$ cat config.mk
export PLATFORM = sky130hd
export DESIGN_NAME = sliding_mode_backemf_observer_top
export DESIGN_NICKNAME = d
export VERILOG_FILES = /design/src/hw/rtl/smo_pkg.sv /design/src/hw/rtl/sliding_mode_backemf_observer_top.sv /design/src/hw/rtl/smo_cordic_step.sv
export SDC_FILE = /design/constraint.sdc
export NUM_CORES = 2
export LEC_CHECK = 0
export ABC_AREA = 1
export BUFFER_PORTS_ARGS = -buffer_cell sky130_fd_sc_hd__buf_2
export CAP_MARGIN = 10
export CORE_ASPECT_RATIO = 0.9
export CORE_MARGIN = 2
export CORE_UTILIZATION = 60
export CTS_BUF_LIST = sky130_fd_sc_hd__clkbuf_2
export CTS_CLUSTER_SIZE = 28
export DETAILED_ROUTE_END_ITERATION = 6
export PLACE_DENSITY = 0.88
export SYNTH_ARGS = -nofsm -noshare
export SYNTH_HDL_FRONTEND = slang
export SYNTH_SLANG_ARGS = --single-unit
$ cat constraint.sdc
create_clock -name clk -period 10.28 [get_ports clk]
set_clock_uncertainty 0.2 [all_clocks]
set_input_delay 1.028 -clock clk [delete_from_list [all_inputs] [get_ports clk]]
set_output_delay 1.028 -clock clk [all_outputs]
set_load 0.005 [all_outputs]
$ cat src/hw/rtl/smo_pkg.sv
package smo_pkg;

  localparam int XY_W     = 27;
  localparam int ACC_W    = 32;
  localparam int MUL_A_W  = 27;
  localparam int MUL_B_W  = 31;
  localparam int PROD_W   = MUL_A_W + MUL_B_W;
  localparam int MAX_STEPS = 24;
  localparam int K_W      = 5;
  localparam int ADDR_W   = 4;
  localparam int DATA_W   = 16;

  localparam logic [ADDR_W-1:0] REG_STATOR_RES  = ADDR_W'(0);
  localparam logic [ADDR_W-1:0] REG_SLIDE_GAIN  = ADDR_W'(1);
  localparam logic [ADDR_W-1:0] REG_FILTER_GAIN = ADDR_W'(2);
  localparam logic [ADDR_W-1:0] REG_CTRL_PERIOD = ADDR_W'(3);

  localparam logic signed [MUL_B_W-1:0] MAG_GAIN = 31'sd652032874;
  localparam logic [ACC_W-1:0] HALF_TURN = 32'h8000_0000;

  typedef struct packed {
    logic signed [15:0] volt_alpha;
    logic signed [15:0] volt_beta;
    logic signed [15:0] amp_alpha;
    logic signed [15:0] amp_beta;
  } in_item_t;

  typedef struct packed {
    logic signed [15:0] rotor_angle;
    logic [15:0]        emf_magnitude;
    logic signed [15:0] emf_alpha;
    logic signed [15:0] emf_beta;
  } out_item_t;

  typedef struct packed {
    logic signed [XY_W-1:0] x;
    logic signed [XY_W-1:0] y;
    logic [ACC_W-1:0]       acc;
  } cordic_t;

  function automatic logic [ACC_W-1:0] atan_turn(input logic [K_W-1:0] k);
    logic [ACC_W-1:0] a;
    unique case (k)
      5'd0:  a = 32'h20000000;
      5'd1:  a = 32'h12E4051D;
      5'd2:  a = 32'h09FB385B;
      5'd3:  a = 32'h051111D4;
      5'd4:  a = 32'h028B0D43;
      5'd5:  a = 32'h0145D7E1;
      5'd6:  a = 32'h00A2F61E;
      5'd7:  a = 32'h00517C55;
      5'd8:  a = 32'h0028BE53;
      5'd9:  a = 32'h00145F2E;
      5'd10: a = 32'h000A2F98;
      5'd11: a = 32'h000517CC;
      5'd12: a = 32'h00028BE6;
      5'd13: a = 32'h000145F3;
      5'd14: a = 32'h0000A2F9;
      5'd15: a = 32'h0000517C;
      5'd16: a = 32'h000028BE;
      5'd17: a = 32'h0000145F;
      5'd18: a = 32'h00000A2F;
      5'd19: a = 32'h00000517;
      5'd20: a = 32'h0000028B;
      5'd21: a = 32'h00000145;
      5'd22: a = 32'h000000A2;
      5'd23: a = 32'h00000051;
      default: a = '0;
    endcase
    return a;
  endfunction

endpackage

$ cat src/hw/rtl/sliding_mode_backemf_observer_top.sv
// Sliding-mode back-EMF observer, one alpha/beta sample per control period.
// Input channel (in_valid/in_ready/in_data): voltages and currents, Q5.10.
// Output channel (out_valid/out_ready/out_data): rotor angle, back-EMF
// magnitude and the filtered alpha/beta back-EMF estimates.
// Config port: cfg_we/cfg_addr/cfg_wdata writes stator_resistance (0),
// slide_gain (1), filter_gain (2), control_period (3); other indexes ignored.
// Each sample steps through the residual, filter, CORDIC, magnitude and
// saturation states in order; the single shared multiplier serves both
// residuals, both filter updates and the magnitude scaling. The CORDIC runs
// one iteration per step of its iteration state. A zero back-EMF vector
// skips the CORDIC and magnitude states and goes straight to the output.
// in_ready is high only while the sequencer is idle.
// A finished result sits in the output register; if the receiver stalls,
// the sequencer holds its next result until that register is free.
// Synchronous reset clears the observer state and loads register defaults.
module sliding_mode_backemf_observer_top
  import smo_pkg::*;
#(
  parameter int CORDIC_STEPS = 16
) (
  input  logic              clk,
  input  logic              rst,
  input  logic              in_valid,
  output logic              in_ready,
  input  in_item_t          in_data,
  output logic              out_valid,
  input  logic              out_ready,
  output out_item_t         out_data,
  input  logic              cfg_we,
  input  logic [ADDR_W-1:0] cfg_addr,
  input  logic [DATA_W-1:0] cfg_wdata
);

  localparam int Steps = (CORDIC_STEPS > MAX_STEPS) ? MAX_STEPS : CORDIC_STEPS;
  localparam logic [K_W-1:0] LastK = K_W'(Steps - 1);

  localparam logic [3:0] S_IDLE  = 4'd0;
  localparam logic [3:0] S_RES_A = 4'd1;
  localparam logic [3:0] S_RES_B = 4'd2;
  localparam logic [3:0] S_FLT_A = 4'd3;
  localparam logic [3:0] S_FLT_B = 4'd4;
  localparam logic [3:0] S_FB    = 4'd5;
  localparam logic [3:0] S_INIT  = 4'd6;
  localparam logic [3:0] S_ITER  = 4'd7;
  localparam logic [3:0] S_MAG   = 4'd8;
  localparam logic [3:0] S_SAT   = 4'd9;
  localparam logic [3:0] S_OUT   = 4'd10;

  logic [3:0]  state;
  logic [15:0] stator_res;
  logic [14:0] slide_gain;
  logic [15:0] filter_gain;
  logic [15:0] ctrl_period;

  in_item_t           sample;
  logic signed [15:0] sw_a;
  logic signed [15:0] sw_b;
  logic signed [15:0] flt_a;
  logic signed [15:0] flt_b;
  cordic_t            cord;
  cordic_t            cord_next;
  logic [K_W-1:0]     k;
  logic [15:0]        res_angle;
  logic [15:0]        res_mag;

  logic signed [MUL_A_W-1:0] mul_a;
  logic signed [MUL_B_W-1:0] mul_b;
  logic signed [PROD_W-1:0]  prod;

  logic signed [15:0] cur_v;
  logic signed [15:0] cur_s;
  logic signed [17:0] vs_diff;
  logic signed [35:0] residual;
  logic signed [15:0] sw_pos;
  logic signed [15:0] sw_new;

  logic signed [15:0] cur_f;
  logic signed [35:0] flt_sum;
  logic signed [19:0] flt_raw;
  logic signed [15:0] flt_new;

  logic signed [PROD_W-1:0] mag_sum;
  logic signed [PROD_W-1:0] mag_raw;
  logic [15:0]              mag_sat;

  logic signed [XY_W-1:0] init_x;
  logic signed [XY_W-1:0] init_y;
  logic                   out_load;

  smo_cordic_step u_step (
    .cur (cord),
    .k   (k),
    .nxt (cord_next)
  );

  always_comb begin
    mul_a = '0;
    mul_b = '0;
    unique case (state)
      S_RES_A: begin
        mul_a = MUL_A_W'(sample.amp_alpha);
        mul_b = MUL_B_W'(signed'({1'b0, stator_res}));
      end
      S_RES_B: begin
        mul_a = MUL_A_W'(sample.amp_beta);
        mul_b = MUL_B_W'(signed'({1'b0, stator_res}));
      end
      S_FLT_A: begin
        mul_a = MUL_A_W'(17'(sw_a) - 17'(flt_a));
        mul_b = MUL_B_W'(signed'({1'b0, filter_gain}));
      end
      S_FLT_B: begin
        mul_a = MUL_A_W'(17'(sw_b) - 17'(flt_b));
        mul_b = MUL_B_W'(signed'({1'b0, filter_gain}));
      end
      S_MAG: begin
        mul_a = cord.x;
        mul_b = MAG_GAIN;
      end
      default: begin
        mul_a = '0;
        mul_b = '0;
      end
    endcase
  end

  always_ff @(posedge clk) begin
    prod <= PROD_W'(mul_a) * PROD_W'(mul_b);
  end

  assign cur_v    = (state == S_RES_B) ? sample.volt_alpha : sample.volt_beta;
  assign cur_s    = (state == S_RES_B) ? sw_a : sw_b;
  assign vs_diff  = 18'(cur_v) - 18'(cur_s);
  assign residual = (36'(vs_diff) <<< 12) - 36'(signed'(prod[33:0]));
  assign sw_pos   = signed'({1'b0, slide_gain});
  assign sw_new   = (ctrl_period != '0 && residual < 0) ? sw_pos : -sw_pos;

  assign cur_f   = (state == S_FLT_B) ? flt_a : flt_b;
  assign flt_sum = 36'(signed'(prod[33:0])) + 36'sd32768;
  assign flt_raw = 20'(cur_f) + 20'(flt_sum >>> 16);
  always_comb begin
    if (flt_raw > 20'sd32767) begin
      flt_new = 16'sh7FFF;
    end else if (flt_raw < -20'sd32768) begin
      flt_new = -16'sh8000;
    end else begin
      flt_new = 16'(flt_raw);
    end
  end

  assign mag_sum = prod + (PROD_W'(1) <<< 37);
  assign mag_raw = mag_sum >>> 38;
  always_comb begin
    if (mag_raw < 0) begin
      mag_sat = '0;
    end else if (mag_raw > PROD_W'(65535)) begin
      mag_sat = 16'hFFFF;
    end else begin
      mag_sat = 16'(mag_raw);
    end
  end

  assign init_x   = XY_W'(flt_b) <<< 8;
  assign init_y   = -(XY_W'(flt_a) <<< 8);
  assign in_ready = (state == S_IDLE);
  assign out_load = (state == S_OUT) && (!out_valid || out_ready);

  always_ff @(posedge clk) begin
    if (rst) begin
      stator_res  <= 16'd2048;
      slide_gain  <= '0;
      filter_gain <= '0;
      ctrl_period <= 16'd1;
    end else if (cfg_we) begin
      unique case (cfg_addr)
        REG_STATOR_RES:  stator_res  <= cfg_wdata;
        REG_SLIDE_GAIN:  slide_gain  <= cfg_wdata[14:0];
        REG_FILTER_GAIN: filter_gain <= cfg_wdata;
        REG_CTRL_PERIOD: ctrl_period <= cfg_wdata;
        default: ;
      endcase
    end
  end

  always_ff @(posedge clk) begin
    if (rst) begin
      state     <= S_IDLE;
      sw_a      <= '0;
      sw_b      <= '0;
      flt_a     <= '0;
      flt_b     <= '0;
      out_valid <= 1'b0;
      k         <= '0;
    end else begin
      if (out_load) begin
        out_valid <= 1'b1;
      end else if (out_ready) begin
        out_valid <= 1'b0;
      end
      unique case (state)
        S_IDLE: begin
          if (in_valid) begin
            sample <= in_data;
            state  <= S_RES_A;
          end
        end
        S_RES_A: state <= S_RES_B;
        S_RES_B: begin
          sw_a  <= sw_new;
          state <= S_FLT_A;
        end
        S_FLT_A: begin
          sw_b  <= sw_new;
          state <= S_FLT_B;
        end
        S_FLT_B: begin
          flt_a <= flt_new;
          state <= S_FB;
        end
        S_FB: begin
          flt_b <= flt_new;
          state <= S_INIT;
        end
        S_INIT: begin
          k <= '0;
          if (flt_a == '0 && flt_b == '0) begin
            res_angle <= '0;
            res_mag   <= '0;
            state     <= S_OUT;
          end else begin
            if (init_x < 0) begin
              cord.x   <= -init_x;
              cord.y   <= -init_y;
              cord.acc <= HALF_TURN;
            end else begin
              cord.x   <= init_x;
              cord.y   <= init_y;
              cord.acc <= '0;
            end
            state <= S_ITER;
          end
        end
        S_ITER: begin
          cord <= cord_next;
          k    <= k + K_W'(1);
          if (k == LastK) begin
            state <= S_MAG;
          end
        end
        S_MAG: state <= S_SAT;
        S_SAT: begin
          res_angle <= 16'((cord.acc + 32'd32768) >> 16);
          res_mag   <= mag_sat;
          state     <= S_OUT;
        end
        S_OUT: begin
          if (out_load) begin
            state <= S_IDLE;
          end
        end
        default: state <= S_IDLE;
      endcase
    end
  end

  always_ff @(posedge clk) begin
    if (out_load) begin
      out_data.rotor_angle   <= signed'(res_angle);
      out_data.emf_magnitude <= res_mag;
      out_data.emf_alpha     <= flt_a;
      out_data.emf_beta      <= flt_b;
    end
  end

endmodule

$ cat src/hw/rtl/smo_cordic_step.sv
module smo_cordic_step
  import smo_pkg::*;
(
  input  cordic_t        cur,
  input  logic [K_W-1:0] k,
  output cordic_t        nxt
);

  logic signed [XY_W-1:0] dx;
  logic signed [XY_W-1:0] dy;
  logic [ACC_W-1:0]       da;

  assign dx = cur.y >>> k;
  assign dy = cur.x >>> k;
  assign da = atan_turn(k);

  always_comb begin
    if (!cur.y[XY_W-1]) begin
      nxt.x   = cur.x + dx;
      nxt.y   = cur.y - dy;
      nxt.acc = cur.acc + da;
    end else begin
      nxt.x   = cur.x - dx;
      nxt.y   = cur.y + dy;
      nxt.acc = cur.acc - da;
    end
  end

endmodule

==> results.toml <==
[drt]
vias = 51124
firstDrtPassIters = 7
post_drt_wl_per_cell_um = 21.7
drtAntennaViolNets = 0
remaining_drc_errors = 1
routed_wl_um = 188000
drtIter0Drc = 6877
viasPerCell = 5.90

[hold_path]
hp-class = "primary input to flop"
whs_path_depth = 2

[timing]
setup_tns_ps = 0
min_period_ps = 9830
worstMarginPinSlew_ps = 1130
hold_violations = 0
setup_violations = 0
setup_ws_ps = 449
slew_viol_final = 0
rsz0062_at_grt = "false"
slew_headroom_pct = 24.5
fin_crit_sh_pct = 95.6
max_freq_mhz = 102

[logic_synthesis]
synthXorXnorAreaFrac_pct = 3.37
synth_cell_type_count = 76
ys.flop_type = "edfxtp_1"
synth-edff-count = 246
syn_area_per_cell_um2 = 7.71
synthCells = 7105
synth_compound_area_share_pct = 11.5
synth_mux_area_share_pct = 0.238
syn_area_um2 = 54800
synth_simple_gate_area_share_pct = 20.1
yosys.area_share.adder_pct = 31.4
synth_top_family_by_area = "adder cells"
yosysWarnings = 0
postSynth.asyncResetShare_pct = 0
ys_seq_elements = 468
yosysSeqAreaShare_pct = 21.6

[setup_path]
cp_max_fo = 13
critical_path_class = "flop to flop"
worstSetupEndpointType = "flop"
cp_common_cell = "fa_1"
required_ps = 11360
slowest_delay_ps = 680
cp_slowest_cell = "nand3_1"
crit_path_start_kind = "flop"
reg2regPathDepth = 34
arrival_ps = 10910
reg2reg_slack_ps = 450

[status]
status = "finished, violations left"
violations = "design-rule violations"

[cells_and_area]
layout.nets = 8455
nFillCells = 7591
area_growth_pct = 7.42
drive_above_1_share_pct = 7.72

[clock_tree]
cts_buffers = 108
clock-root-buffer = "clkbuf_2"
clock_latency_ps = 1430
cts_resized = 0
htreeDepth = 3
cts_max_path_buffers = 3
clock-sinks = 468
clkTransAtPathRegs_ps = 180
cts_tree = "done"

[global_routing]
grtUsageTotal_pct = 40.0
antenna_found_initial = 3
grt-ovfl-total = 0
grt_pass1_vias = 50459
grt_pass1_wl_um = 287000
grt_max_degree = 85

[placement]
io_buffers = 154
post-dp-hpwl_um = 146000
gp_congestion = 1.07
place_ws_ps = 693

[pwr]
p_per_area_nw_per_um2 = 113
p_total_mw = 6.63
power_leakage_nw = 30.4
ir_drop_v = 0.000141

[floorplanning]
die_area_um2 = 93700
ios = 155
fp-row-count = 105
start_util_pct = 60.3
fp.dieW_um = 323
fp.dieH_um = 291
coreArea_um2 = 90800

[flow_run]
max-cap-violations = 0
-- per-stage QoR --
| step | util (%) | hold WS [ps] | area [µm²] | std cells |
|---|---|---|---|---|
| after global routing | 64.8 | 51.3 | 58800 | 8658 |
| after global placement | 62.6 | 202 | 56900 | 8371 |
| after CTS | 64.8 | 79.1 | 58800 | 8656 |
| final | 64.8 | 107 | 58800 | 8660 |
| after detailed placement | 62.6 | 205 | 56900 | 8371 |
| after floorplan | - | 200 | 54800 | 7108 |
-- kinds of logic (layout without fill, tap and decap cells) --
group           Yosys count  count (layout)
fa+ha+maj              1032            1032
compound gates         1115            1115
xor+xnor                211             211
buf+inv                1663            1981
flops                   468             468
other cells               2               9
simple gates           2601            2601
mux                      13              13
-- critical path, delay by kind of cell, from the launching register on --
family          cells  cell delay (ps)
fa+ha+maj           9             4170
compound gates     11             2660
simple gates        7             1680
buf+inv             6              530
flops               1              420
xor+xnor            1              150
-- placed cells by master (no fill, tap or decap), types with 16 or more instances in the layout --
cell type and instances:
xnor2_1 69, nor2_1 474, inv_2 22, clkinv_1 23
xor2_1 142, buf_2 154, a21oi_1 474, o21ai_1 20
inv_1 1424, dfxtp_1 220, nand3_1 430, fa_1 571
a221oi_1 16, edfxtp_1 246, o211ai_1 71, buf_4 93
nand4_1 55, nor4_1 26, clkbuf_2 163, dlygate4sd3_1 83
nand2_1 1428, ha_1 461, o21ai_0 345, a31oi_1 40
nand2_2 28, o21a_1 25, nor2_2 23, a21o_1 16
nor3_1 76
-- final timing paths --
check                   start      endpoint
setup / recovery     flt_a[2]      prod[47]
hold / removal    in_data[12]    sample[12]
setup reg to reg     flt_a[2]      prod[47]
hold reg to reg    res_mag[2]  out_data[34]
-- where the power goes --
group	internal (mW)	total [mW]	switching [mW]
Combinational	0.963	2.96	2.00
Sequential	2.09	2.24	0.155
Clock	0.528	1.42	0.896
Total	3.58	6.63	3.05
-- layer usage --
metal / share of wire [%] / up-vias / routed length [µm] / track usage (%)
met4: 5.3 / 4 / 10000 / 18.1
li1: - / 23162 / - / -
met1: 39 / 24086 / 72600 / 53.8
met5: 0.036 / - / 68 / 0.413
met3: 12 / 593 / 23400 / 10.3
met2: 43 / 3279 / 81500 / 60.9
-- registers in the layout, summed over array words and instances (netlist names), 15 cells and up --
signal       cells
stator_res      16
sw_a            16
u_step.da       30
filter_gain     16
prod            55
sw_b            16
res_mag         16
slide_gain      15
cord            86
res_angle       16
flt_b           16
ctrl_period     16
sample          64
out_data        64
flt_a           16
-- timing repair --
item / CTS / global route
buffers inserted: 0 / 0
hold endpoints to repair: 127 / 0
endpoints found under the setup margin: 0 / 0
hold buffers: 83 / 0
-- cell usage after synthesis, types with 71 or more instances --
library cell / number / area, µm²
o21ai_0: 345 / 1730
fa_1: 571 / 11400
inv_1: 1426 / 5350
o211ai_1: 71 / 533
buf_2: 74 / 370
xor2_1: 142 / 1240
a21oi_1: 475 / 2380
nor2_1: 480 / 1800
nand3_1: 430 / 2150
nand2_1: 1428 / 5360
dfxtp_1: 222 / 4440
clkbuf_1: 95 / 357
edfxtp_1: 246 / 7390
nor3_1: 76 / 380
ha_1: 461 / 5770
-- cell type report --
| cell class | instances | area [µm²] | area share [%] |
|---|---|---|---|
| Multi-Input combinational cell | 4977 | 36600 | 62.2 |
| Sequential cell | 468 | 11800 | 20.1 |
| Inverter | 1449 | 5440 | 9.25 |
| Timing Repair Buffer | 330 | 2300 | 3.91 |
| Tap cell | 1230 | 1540 | 2.62 |
| Clock buffer | 163 | 816 | 1.39 |
| Clock inverter | 39 | 314 | 0.534 |
| Antenna cell | 4 | 10.0 | 0.0170 |
No activity file was read; power rests on OpenSTA's default activity.
